`src/rtl/bsk_pkg.sv`:
```
// bsk_pkg: shared constants, command and state codes, and the store request struct
// for the msb-first bit stack; used by the interfaces and all rtl modules
// no dependencies
package bsk_pkg;

   // store geometry
   localparam int STORE_BYTES = 64;
   localparam int ADDR_W      = $clog2(STORE_BYTES);
   localparam int BYTE_W      = 8;

   // field widths
   localparam int CMD_W   = 3;
   localparam int IDX_W   = 9;
   localparam int SLICE_W = 4;
   localparam int APP_W   = 4;
   localparam int COUNT_W = 10;
   localparam int CAP_W   = 7;

   // capacity register after reset, in bytes
   localparam logic [CAP_W-1:0] CAP_RESET = 7'd64;

   typedef enum logic [CMD_W-1:0] {
      CMD_PUSH_BIT   = 3'd0,
      CMD_PUSH_SLICE = 3'd1,
      CMD_POP        = 3'd2,
      CMD_GET        = 3'd3,
      CMD_SET        = 3'd4,
      CMD_CLEAR      = 3'd5
   } cmd_type;

   typedef enum logic [1:0] {
      ST_IDLE,
      ST_BYTE_A,
      ST_BYTE_B,
      ST_HOLD
   } state_type;

   // one request into the byte store: read, write and clear-all
   typedef struct packed {
      logic              rd_en;
      logic [ADDR_W-1:0] rd_addr;
      logic              wr_en;
      logic [ADDR_W-1:0] wr_addr;
      logic [BYTE_W-1:0] wr_data;
      logic              clear_all;
   } mem_req_type;

endpackage

```
`src/rtl/bsk_if.sv`:
```
// bsk_req_if and bsk_rsp_if: valid/ready channels for commands and results
// depends on bsk_pkg
interface bsk_req_if;
   import bsk_pkg::*;

   logic               valid;
   logic               ready;
   logic [CMD_W-1:0]   command;
   logic               bit_value;
   logic [IDX_W-1:0]   bit_index;
   logic [BYTE_W-1:0]  byte_value;
   logic [SLICE_W-1:0] slice_from;
   logic [SLICE_W-1:0] slice_to;

   modport source (
      output valid, command, bit_value, bit_index, byte_value, slice_from, slice_to,
      input  ready
   );
   modport sink (
      input  valid, command, bit_value, bit_index, byte_value, slice_from, slice_to,
      output ready
   );
endinterface

interface bsk_rsp_if;
   import bsk_pkg::*;

   logic               valid;
   logic               ready;
   logic               bit_out;
   logic               failed;
   logic [APP_W-1:0]   bits_appended;
   logic [COUNT_W-1:0] fill_count;

   modport source (
      output valid, bit_out, failed, bits_appended, fill_count,
      input  ready
   );
   modport sink (
      input  valid, bit_out, failed, bits_appended, fill_count,
      output ready
   );
endinterface

```
`src/rtl/bsk_store.sv`:
```
// bsk_store: byte memory with registered read and per-byte valid bits
// depends on bsk_pkg (geometry and mem_req_type)
module bsk_store (
   input  logic                        clock,
   input  logic                        reset,
   input  bsk_pkg::mem_req_type        mem_req,
   output logic [bsk_pkg::BYTE_W-1:0]  rd_data
);
   import bsk_pkg::*;

   logic [BYTE_W-1:0]      bytes_mem [STORE_BYTES];
   logic [BYTE_W-1:0]      rd_data_ff;
   logic                   rd_valid_ff;
   logic [STORE_BYTES-1:0] valid_ff;

   // memory write and registered read
   always_ff @(posedge clock) begin
      if (mem_req.wr_en) begin
         bytes_mem[mem_req.wr_addr] <= mem_req.wr_data;
      end
      if (mem_req.rd_en) begin
         rd_data_ff <= bytes_mem[mem_req.rd_addr];
      end
   end

   // valid bits: a byte never written since reset or clear reads as zero
   always_ff @(posedge clock) begin
      if (reset) begin
         valid_ff    <= '0;
         rd_valid_ff <= 1'b0;
      end else begin
         if (mem_req.rd_en) begin
            rd_valid_ff <= valid_ff[mem_req.rd_addr] && !mem_req.clear_all;
         end
         if (mem_req.clear_all) begin
            valid_ff <= '0;
         end else if (mem_req.wr_en) begin
            valid_ff[mem_req.wr_addr] <= 1'b1;
         end
      end
   end

   assign rd_data = rd_valid_ff ? rd_data_ff : '0;

endmodule

```
`src/rtl/bsk_seq.sv`:
```
// bsk_seq: command decode, fill count, read-modify-write sequencer and result register
// depends on bsk_pkg and bsk_if; drives the byte store through mem_req_type
module bsk_seq (
   input  logic                        clock,
   input  logic                        reset,
   input  logic [bsk_pkg::CAP_W-1:0]   cap_bytes,
   bsk_req_if.sink                     req_bus,
   bsk_rsp_if.source                   rsp_bus,
   output bsk_pkg::mem_req_type        mem_req,
   input  logic [bsk_pkg::BYTE_W-1:0]  rd_data
);
   import bsk_pkg::*;

   state_type state_ff, state_in;

   logic [COUNT_W-1:0] count_ff, count_in;

   // per-command operation latched at the transfer
   logic [ADDR_W-1:0] addr_a_ff, addr_b_ff;
   logic [BYTE_W-1:0] or_a_ff, or_b_ff, clr_a_ff;
   logic              we_a_ff, need_b_ff, want_bit_ff;
   logic [2:0]        sel_ff;
   logic              failed_ff;
   logic [APP_W-1:0]  app_ff;
   logic              res_bit_ff;

   // result register
   logic               rsp_valid_ff, rsp_valid_in;
   logic               rsp_bit_ff;
   logic               rsp_failed_ff;
   logic [APP_W-1:0]   rsp_app_ff;
   logic [COUNT_W-1:0] rsp_count_ff;

   // decode results
   logic [ADDR_W-1:0]  dec_addr_a, dec_addr_b;
   logic [BYTE_W-1:0]  dec_or_a, dec_or_b, dec_clr_a;
   logic               dec_we_a, dec_need_b, dec_want_bit, dec_clear;
   logic [2:0]         dec_sel;
   logic               dec_failed;
   logic [APP_W-1:0]   dec_app;

   // helpers
   logic [CAP_W-1:0]   cap_sat;
   logic [COUNT_W-1:0] cap_bits;
   logic [COUNT_W-1:0] last_pos;
   logic [COUNT_W-1:0] idx_ext;
   logic [COUNT_W-1:0] room;
   logic [SLICE_W-1:0] slice_hi, slice_n, slice_k;
   logic [BYTE_W-1:0]  slice_bits;
   logic [2*BYTE_W-1:0] slice_win;
   logic               accept, out_free, finish, bit_a;

   assign accept   = req_bus.valid && req_bus.ready;
   assign out_free = !rsp_valid_ff || rsp_bus.ready;
   assign bit_a    = want_bit_ff && rd_data[3'd7 - sel_ff];

   // capacity in bits, saturated to the store size
   assign cap_sat  = (cap_bytes > CAP_W'(STORE_BYTES)) ? CAP_W'(STORE_BYTES) : cap_bytes;
   assign cap_bits = COUNT_W'({cap_sat, 3'b000});
   assign last_pos = count_ff - COUNT_W'(1);
   assign idx_ext  = COUNT_W'(req_bus.bit_index);

   // slice: bits pushed, aligned to the msb and then to the fill position
   always_comb begin
      slice_hi   = (req_bus.slice_to > SLICE_W'(BYTE_W)) ? SLICE_W'(BYTE_W) : req_bus.slice_to;
      slice_n    = (req_bus.slice_from < slice_hi) ? (slice_hi - req_bus.slice_from) : '0;
      room       = (count_ff < cap_bits) ? (cap_bits - count_ff) : '0;
      slice_k    = (room < COUNT_W'(slice_n)) ? room[SLICE_W-1:0] : slice_n;
      slice_bits = (req_bus.byte_value << req_bus.slice_from[2:0])
                   & ~(8'hFF >> slice_k);
      slice_win  = {slice_bits, 8'h00} >> count_ff[2:0];
   end

   // command decode against the current fill count
   always_comb begin
      dec_addr_a   = count_ff[ADDR_W+2:3];
      dec_addr_b   = count_ff[ADDR_W+2:3] + ADDR_W'(1);
      dec_or_a     = '0;
      dec_or_b     = '0;
      dec_clr_a    = '0;
      dec_we_a     = 1'b0;
      dec_need_b   = 1'b0;
      dec_want_bit = 1'b0;
      dec_clear    = 1'b0;
      dec_sel      = '0;
      dec_failed   = 1'b0;
      dec_app      = '0;
      count_in     = count_ff;
      unique case (req_bus.command)
         CMD_PUSH_BIT: begin
            if (count_ff < cap_bits) begin
               dec_or_a = req_bus.bit_value ? (8'h80 >> count_ff[2:0]) : 8'h00;
               dec_we_a = 1'b1;
               dec_app  = APP_W'(1);
               count_in = count_ff + COUNT_W'(1);
            end else begin
               dec_failed = 1'b1;
            end
         end
         CMD_PUSH_SLICE: begin
            dec_or_a   = slice_win[2*BYTE_W-1:BYTE_W];
            dec_or_b   = slice_win[BYTE_W-1:0];
            dec_we_a   = (slice_k != '0);
            dec_need_b = (slice_win[BYTE_W-1:0] != '0);
            dec_app    = slice_k;
            dec_failed = (slice_k < slice_n);
            count_in   = count_ff + COUNT_W'(slice_k);
         end
         CMD_POP: begin
            if (count_ff == '0) begin
               dec_failed = 1'b1;
            end else begin
               dec_addr_a   = last_pos[ADDR_W+2:3];
               dec_clr_a    = 8'h80 >> last_pos[2:0];
               dec_sel      = last_pos[2:0];
               dec_want_bit = 1'b1;
               dec_we_a     = 1'b1;
               count_in     = last_pos;
            end
         end
         CMD_GET: begin
            dec_addr_a = req_bus.bit_index[ADDR_W+2:3];
            dec_sel    = req_bus.bit_index[2:0];
            if (idx_ext < count_ff) begin
               dec_want_bit = 1'b1;
            end else begin
               dec_failed = 1'b1;
            end
         end
         CMD_SET: begin
            dec_addr_a = req_bus.bit_index[ADDR_W+2:3];
            if (idx_ext < cap_bits) begin
               dec_or_a = req_bus.bit_value ? (8'h80 >> req_bus.bit_index[2:0]) : 8'h00;
               dec_we_a = 1'b1;
               if (count_ff < idx_ext + COUNT_W'(1)) begin
                  count_in = idx_ext + COUNT_W'(1);
               end
            end else begin
               dec_failed = 1'b1;
            end
         end
         CMD_CLEAR: begin
            dec_clear = 1'b1;
            count_in  = '0;
         end
         default: begin
         end
      endcase
   end

   // sequencer: next state, store traffic and result hand-off
   always_comb begin
      state_in          = state_ff;
      req_bus.ready     = 1'b0;
      mem_req           = '0;
      finish            = 1'b0;
      unique case (state_ff)
         ST_IDLE: begin
            req_bus.ready     = 1'b1;
            mem_req.rd_en     = accept && !dec_clear;
            mem_req.rd_addr   = dec_addr_a;
            mem_req.clear_all = accept && dec_clear;
            if (accept) begin
               state_in = ST_BYTE_A;
            end
         end
         ST_BYTE_A: begin
            mem_req.wr_en   = we_a_ff;
            mem_req.wr_addr = addr_a_ff;
            mem_req.wr_data = (rd_data | or_a_ff) & ~clr_a_ff;
            mem_req.rd_en   = need_b_ff;
            mem_req.rd_addr = addr_b_ff;
            if (need_b_ff) begin
               state_in = ST_BYTE_B;
            end else begin
               finish   = 1'b1;
               state_in = out_free ? ST_IDLE : ST_HOLD;
            end
         end
         ST_BYTE_B: begin
            mem_req.wr_en   = 1'b1;
            mem_req.wr_addr = addr_b_ff;
            mem_req.wr_data = rd_data | or_b_ff;
            finish          = 1'b1;
            state_in        = out_free ? ST_IDLE : ST_HOLD;
         end
         ST_HOLD: begin
            finish   = 1'b1;
            state_in = out_free ? ST_IDLE : ST_HOLD;
         end
      endcase
   end

   assign rsp_valid_in = (finish && out_free) || (rsp_valid_ff && !rsp_bus.ready);

   // control registers
   always_ff @(posedge clock) begin
      if (reset) begin
         state_ff     <= ST_IDLE;
         count_ff     <= '0;
         rsp_valid_ff <= 1'b0;
      end else begin
         state_ff     <= state_in;
         rsp_valid_ff <= rsp_valid_in;
         if (accept) begin
            count_ff <= count_in;
         end
      end
   end

   // operation latched at the transfer
   always_ff @(posedge clock) begin
      if (accept) begin
         addr_a_ff   <= dec_addr_a;
         addr_b_ff   <= dec_addr_b;
         or_a_ff     <= dec_or_a;
         or_b_ff     <= dec_or_b;
         clr_a_ff    <= dec_clr_a;
         we_a_ff     <= dec_we_a;
         need_b_ff   <= dec_need_b;
         want_bit_ff <= dec_want_bit;
         sel_ff      <= dec_sel;
         failed_ff   <= dec_failed;
         app_ff      <= dec_app;
      end
      if (state_ff == ST_BYTE_A) begin
         res_bit_ff <= bit_a;
      end
   end

   // result register, loaded when the previous result has been taken
   always_ff @(posedge clock) begin
      if (finish && out_free) begin
         rsp_bit_ff    <= (state_ff == ST_BYTE_A) ? bit_a : res_bit_ff;
         rsp_failed_ff <= failed_ff;
         rsp_app_ff    <= app_ff;
         rsp_count_ff  <= count_ff;
      end
   end

   assign rsp_bus.valid         = rsp_valid_ff;
   assign rsp_bus.bit_out       = rsp_bit_ff;
   assign rsp_bus.failed        = rsp_failed_ff;
   assign rsp_bus.bits_appended = rsp_app_ff;
   assign rsp_bus.fill_count    = rsp_count_ff;

   // fill count never passes the store size
   a_count_bound: assert property (@(posedge clock) disable iff (reset)
      count_ff <= COUNT_W'(STORE_BYTES * BYTE_W))
      else $error("fill count above store size");

   // a transfer always starts the first store access
   a_accept_next: assert property (@(posedge clock) disable iff (reset)
      accept |=> state_ff == ST_BYTE_A)
      else $error("transfer did not start a store access");

   // holding a result only happens while the output is occupied
   a_hold_busy: assert property (@(posedge clock) disable iff (reset)
      state_ff == ST_HOLD |-> rsp_valid_ff)
      else $error("result held with an empty output register");

   // no same-byte read and write in one cycle
   a_no_rw_clash: assert property (@(posedge clock) disable iff (reset)
      (mem_req.wr_en && mem_req.rd_en) |-> mem_req.wr_addr != mem_req.rd_addr)
      else $error("read and write to the same byte in one cycle");

endmodule

```
`src/rtl/msb_first_bit_stack_core.sv`:
```
// msb_first_bit_stack_core: top level of the msb-first packed bit stack
// depends on bsk_pkg, bsk_if, bsk_store and bsk_seq
//
// Usage:
//  - req_bus carries one command per transfer (push bit, push byte slice, pop,
//    get, set, clear); rsp_bus returns exactly one result per command, in order
//  - csr_wr_en / csr_wr_data write the capacity in bytes; write only while idle
//  - bits live in a 64 x 8 memory with a registered read; a command
//    reads the byte it touches and writes it back when it changes it
//  - a new command is taken only once the previous one is done; a byte slice
//    that crosses a byte boundary needs a second read-modify-write on the
//    single memory port; the result is loaded into the output register when
//    ST_BYTE_A ends, or ST_BYTE_B for a crossing slice
//  - when the receiver stalls, the finished result waits in the output
//    register; the next command is still taken and parks its result in the
//    sequencer (ST_HOLD), and the input stalls until the output register frees
//  - reset (synchronous, active high) empties the stack at once through
//    per-byte valid bits and sets the capacity to 64 bytes; clear works the
//    same way in a single command
module msb_first_bit_stack_core (
   input  logic                        clock,
   input  logic                        reset,
   bsk_req_if.sink                     req_bus,
   bsk_rsp_if.source                   rsp_bus,
   input  logic                        csr_wr_en,
   input  logic [bsk_pkg::CAP_W-1:0]   csr_wr_data
);
   import bsk_pkg::*;

   logic [CAP_W-1:0]  cap_ff;
   mem_req_type       mem_req;
   logic [BYTE_W-1:0] rd_data;

   // capacity register
   always_ff @(posedge clock) begin
      if (reset) begin
         cap_ff <= CAP_RESET;
      end else if (csr_wr_en) begin
         cap_ff <= csr_wr_data;
      end
   end

   bsk_seq u_seq (
      .clock     (clock),
      .reset     (reset),
      .cap_bytes (cap_ff),
      .req_bus   (req_bus),
      .rsp_bus   (rsp_bus),
      .mem_req   (mem_req),
      .rd_data   (rd_data)
   );

   bsk_store u_store (
      .clock   (clock),
      .reset   (reset),
      .mem_req (mem_req),
      .rd_data (rd_data)
   );

endmodule

```
`src/flat_wrapper.sv`:
```
// flat-port wrapper written by rule: the top's interface ports become plain ports
module msb_first_bit_stack_core_flat import bsk_pkg::*;
  (clock, reset, csr_wr_en, csr_wr_data, req_bus_valid, req_bus_command, req_bus_bit_value, req_bus_bit_index, req_bus_byte_value, req_bus_slice_from, req_bus_slice_to, req_bus_ready, rsp_bus_valid, rsp_bus_bit_out, rsp_bus_failed, rsp_bus_bits_appended, rsp_bus_fill_count, rsp_bus_ready);
  bsk_req_if req_bus_i ();
  bsk_rsp_if rsp_bus_i ();
  input  logic clock;
  input  logic reset;
  input  logic csr_wr_en;
  input  logic [bsk_pkg::CAP_W-1:0] csr_wr_data;
  input wire logic [$bits(req_bus_i.valid)-1:0] req_bus_valid;
  input wire logic [$bits(req_bus_i.command)-1:0] req_bus_command;
  input wire logic [$bits(req_bus_i.bit_value)-1:0] req_bus_bit_value;
  input wire logic [$bits(req_bus_i.bit_index)-1:0] req_bus_bit_index;
  input wire logic [$bits(req_bus_i.byte_value)-1:0] req_bus_byte_value;
  input wire logic [$bits(req_bus_i.slice_from)-1:0] req_bus_slice_from;
  input wire logic [$bits(req_bus_i.slice_to)-1:0] req_bus_slice_to;
  output wire logic [$bits(req_bus_i.ready)-1:0] req_bus_ready;
  output wire logic [$bits(rsp_bus_i.valid)-1:0] rsp_bus_valid;
  output wire logic [$bits(rsp_bus_i.bit_out)-1:0] rsp_bus_bit_out;
  output wire logic [$bits(rsp_bus_i.failed)-1:0] rsp_bus_failed;
  output wire logic [$bits(rsp_bus_i.bits_appended)-1:0] rsp_bus_bits_appended;
  output wire logic [$bits(rsp_bus_i.fill_count)-1:0] rsp_bus_fill_count;
  input wire logic [$bits(rsp_bus_i.ready)-1:0] rsp_bus_ready;
  assign req_bus_i.valid = req_bus_valid;
  assign req_bus_i.command = req_bus_command;
  assign req_bus_i.bit_value = req_bus_bit_value;
  assign req_bus_i.bit_index = req_bus_bit_index;
  assign req_bus_i.byte_value = req_bus_byte_value;
  assign req_bus_i.slice_from = req_bus_slice_from;
  assign req_bus_i.slice_to = req_bus_slice_to;
  assign req_bus_ready = req_bus_i.ready;
  assign rsp_bus_valid = rsp_bus_i.valid;
  assign rsp_bus_bit_out = rsp_bus_i.bit_out;
  assign rsp_bus_failed = rsp_bus_i.failed;
  assign rsp_bus_bits_appended = rsp_bus_i.bits_appended;
  assign rsp_bus_fill_count = rsp_bus_i.fill_count;
  assign rsp_bus_i.ready = rsp_bus_ready;
  msb_first_bit_stack_core u_core (.clock(clock), .reset(reset), .req_bus(req_bus_i), .rsp_bus(rsp_bus_i), .csr_wr_en(csr_wr_en), .csr_wr_data(csr_wr_data));
endmodule
```
`config.mk`:
```
export PLATFORM = sky130hd
export DESIGN_NAME = msb_first_bit_stack_core_flat
export DESIGN_NICKNAME = d
export VERILOG_FILES = /design/src/rtl/bsk_pkg.sv /design/src/rtl/bsk_if.sv /design/src/rtl/bsk_store.sv /design/src/rtl/bsk_seq.sv /design/src/rtl/msb_first_bit_stack_core.sv /design/src/flat_wrapper.sv
export SDC_FILE = /design/constraint.sdc
export NUM_CORES = 1
export LEC_CHECK = 0
export BUFFER_PORTS_ARGS = -buffer_cell sky130_fd_sc_hd__buf_2
export CAP_MARGIN = 20
export CORE_MARGIN = 1.5
export CORE_UTILIZATION = 30
export DETAILED_ROUTE_END_ITERATION = 8
export PLACE_DENSITY_LB_ADDON = 0.08
export SYNTH_ARGS = -nofsm -noshare
export SYNTH_HDL_FRONTEND = slang
export SYNTH_HIERARCHICAL = 1
export SYNTH_SLANG_ARGS = --single-unit
```
`constraint.sdc`:
```
create_clock -name clock -period 5.88 [get_ports clock]
set_input_delay 0 -clock clock [delete_from_list [all_inputs] [get_ports clock]]
set_output_delay 0 -clock clock [all_outputs]
set_load 0.005 [all_outputs]
```
==> results.sh <==
export IMPL_cp_arrival_ps=5970
export IMPL_grt_total_usage_pct=17.12
export IMPL_min_period_over_period_pct=91.89
export IMPL_r2r_start="u_core/cap_ff[6]"
export IMPL_area_delta_synth_final_pct=18.02
export IMPL_critPathRequiredTime_ps=6440
export IMPL_syn_inst=1866
export IMPL_synth_top_family_by_area="multiplexers"
export IMPL_dr_pass1_iters=6
export IMPL_synth_area_um2=29650
export IMPL_hp_class="primary input to flop"
export IMPL_startpoint="u_core/cap_ff[6]"
export IMPL_p_leak_nw=11.49
export IMPL_cts_buffer_depth=3
export IMPL_fillerInstances=9363
export IMPL_dpl_cell_area_um2=31860
export IMPL_drc_errors=0
export IMPL_fp_row_count=115
export IMPL_cp_end_kind="flop"
export IMPL_ys_dominant_reg_cell="edfxtp_1"
export IMPL_dp_hpwl_mm=58.26
export IMPL_period_minus_slack_ps=5403
export IMPL_cap_violations=0
export IMPL_setup_viol=0
export IMPL_vias=17310
export IMPL_final_max_slew_viol_count=0
export IMPL_grt_max_degree=65
export IMPL_worstHoldEndpoint="u_core/u_seq/or_b_ff[1]"
export IMPL_async_flop_share_pct=0
export IMPL_crit_fanout=7
export IMPL_cts_htree_levels=3
export IMPL_cts_sinks=668
export IMPL_synthesis_nets=1975
export IMPL_cts_tree="built"
export IMPL_yosys_warnings=6
export IMPL_synth_edf_count=582
export IMPL_die_area_um2=100700
export IMPL_hold_viol_final=0
export IMPL_dpl_worst_slack_ps=214.4
export IMPL_final_nets=2135
export IMPL_antenna_found_initial=0
export IMPL_startpoint_type="flop"
export IMPL_ant_nets=0
export IMPL_grt_pass1_wl_mm=126.5
export IMPL_clock_skew_ps=29.28
export IMPL_p_sw_mw=2.994
export IMPL_grt_ovfl_total=0
export IMPL_power_frac_seq_pct=44.1
export IMPL_peakVddDrop_v=0.0001785
export IMPL_post_cts_buffers=0
export IMPL_yosysUniqueCellTypes=88
export IMPL_r2r_slack_ps=480
export IMPL_criticalPathCategory="flop to flop"
export IMPL_grt_pass1_vias=17860
export IMPL_intPower_mw=8.768
export IMPL_dpl_cell_count=3183
export IMPL_synth_compound_area_share_pct=7.970
export IMPL_worst_pin_slew_ps=1123
export IMPL_initial_core_util_pct=30.22
export IMPL_drive_above_1_share_pct=23.91
export IMPL_postLayoutCellArea_um2=35000
export IMPL_numPortBuffers=58
export IMPL_clk_pin_slew_ps=60
export IMPL_r2r_cells=27
export IMPL_routabilityCongestion=0.8120
export IMPL_rr_endpoint="u_core/u_seq/count_ff[9]"
export IMPL_fin_ws_ps=476.7
export IMPL_rsz0062_at_grt="no"
export IMPL_clk_latency_ps=640
export IMPL_fp_dieW_um=317.4
export IMPL_fp_dieH_um=317.4
export IMPL_synth_xor_area_share_pct=0.7088
export IMPL_drt_iter0_drc=1299
export IMPL_pwr_share_clk_pct=41.9
export IMPL_synth_area_leaders="edfxtp_1, mux4_2, dfxtp_1"
export IMPL_power_density_nw_per_um2=336.1
export IMPL_relSlewSlack_pct=24.83
export IMPL_comb_power_share_pct=13.9
export IMPL_holdPathStages=4
export IMPL_syn_mean_instance_area_um2=15.89
export IMPL_synth_common_cells="edfxtp_1, mux4_2, nor2_1"
export IMPL_whs_ps=213.1
export IMPL_core_um2=98130
export IMPL_cts_buffers_inserted=81
export IMPL_switching_share_pct=25.46
export IMPL_fin_setup_tns_ps=0
export IMPL_max_freq_ghz=0.1851
export IMPL_ys_ff_latch=668
export IMPL_design_portCount=59
export IMPL_synth_simple_area_share_pct=6.793
export IMPL_wirelength_mm=86.77
export IMPL_routedWlPerCell_um=25.64
export IMPL_via_per_inst=5.114
export IMPL_ys_seq_area_share_pct=64.74
export IMPL_synth_adder_area_share_pct=2.920
export IMPL_yosysTopAreaCell="edfxtp_1"
export IMPL_yosys_mux_area_fraction_pct=14.77
export IMPL_clockRootBuffer="clkbuf_16"
export IMPL_fin_cells=3384
export IMPL_synth_top_area_share_pct=58.93
export IMPL_post_synth_top_count_cell="edfxtp_1"
export IMPL_status="complete, no violations"
export IMPL_hp_start="req_bus_byte_value[0]"
## layer usage
metal,share of wire (%),wire length (um),global-route usage (%)
met5,0,0,0
met2,50,43000,29.06
met3,4.2,3646,3.051
met1,44,37760,22.20
met4,2.7,2363,5.449
## power by group through the flow
stage | Combinational [mW] | Sequential (mW) | Clock, mW
final | 1.64 | 5.19 | 4.93
after global routing | 1.76 | 5.20 | 5.27
after CTS | 1.67 | 5.19 | 5.08
after detailed placement | 1.64 | 5.29 | 0
after global placement | 1.64 | 5.29 | 0
after floorplan | 1.06 | 5.29 | 0
## worst max-delay path by stage
stage,endpoint,slack [ps],cells after the start
floorplan,u_core/u_seq/count_ff[9],250,28
global placement,u_core/u_seq/count_ff[9],230,28
detailed placement,u_core/u_seq/count_ff[9],210,28
CTS,u_core/u_seq/count_ff[9],160,28
global route,u_core/u_seq/count_ff[9],20,27
finish,u_core/u_seq/count_ff[9],480,27
## critical path, stage by stage (launching register included)
cell,delay (ps)
dfxtp_1,400
nand2b_1,160
inv_1,50
ha_2,390
nand2_1,120
nor4_2,340
buf_4,180
nor2_2,50
and2_1,170
ha_1,320
a21o_1,190
a21oi_1,200
nor2b_1,160
buf_4,160
o21ai_0,170
nand2_1,170
a21oi_1,110
ha_1,380
a21oi_2,100
nor2b_1,130
o21ai_0,90
buf_4,160
nor3_2,210
nand3_1,130
xnor2_1,200
a211oi_1,100
a311o_1,340
a21oi_1,140
## placed cells by master (no fill, tap or decap), drive strengths merged, types with 52 or more instances in the layout
cell | netlist | layout
a21oi | 52 | 52
o21ai | 54 | 54
mux4 | 178 | 178
inv | 50 | 55
ha | 66 | 66
dfxtp | 86 | 86
edfxtp | 582 | 582
o21a | 76 | 76
nor2 | 141 | 141
buf | 41 | 132
nand2 | 104 | 104
clkbuf | 53 | 104
## state kept, by name, summed over array words and instances (netlist names), 2 cells and up
signal and cells:
u_core/u_store/valid_ff 64, u_core/u_seq/rsp_bus.fill_count 10, u_core/u_seq/clr_a_ff 8, u_core/u_seq/addr_a_ff 6, u_core/u_seq/or_b_ff 7, u_core/u_seq/app_ff 4, u_core/u_seq/state_ff 2, u_core/u_seq/rsp_bus.bits_appended 4
u_core/u_store/rd_data_ff 8, u_core/cap_ff 7, u_core/u_seq/sel_ff 3, u_core/u_seq/addr_b_ff 6, u_core/u_store/bytes_mem 512, u_core/u_seq/or_a_ff 8, u_core/u_seq/count_ff 10
## final cells by class
type	count	area [um2]	area share [%]
Inverter	51	191.4	0.5470
Antenna cell	2	5.005	0.01430
Sequential cell	668	19200	54.85
Timing Repair Buffer	171	1383	3.950
Clock buffer	104	2185	6.242
Clock inverter	48	436.7	1.248
Tap cell	1287	1610	4.601
Multi-Input combinational cell	1053	9991	28.55
## cell families after synthesis
kind of cell             count (synthesis)
buffers and inverters                  145
AO/OA/AOI/OAI                          335
XOR/XNOR                                24
adder cells (fa/ha/maj)                 68
flip-flops                             668
AND/OR/NAND/NOR                        414
multiplexers                           212
## through the flow
step	power, mW	utilization (%)
3_5_place_dp	6.931	32.47
4_1_cts	11.94	35.54
3_3_place_gp	6.937	32.39
2_1_floorplan	6.349	-
5_1_grt	12.22	35.66
6_report	11.76	35.67
## timing repair
| action | 4_1_cts | 5_1_grt |
|---|---|---|
| gates resized for setup | 0 | 11 |
| setup endpoints to repair | 0 | 3 |
| hold buffers | 39 | 0 |
| endpoints found under the hold margin | 32 | 0 |
Note: power is estimated with default switching activity, not from simulation.
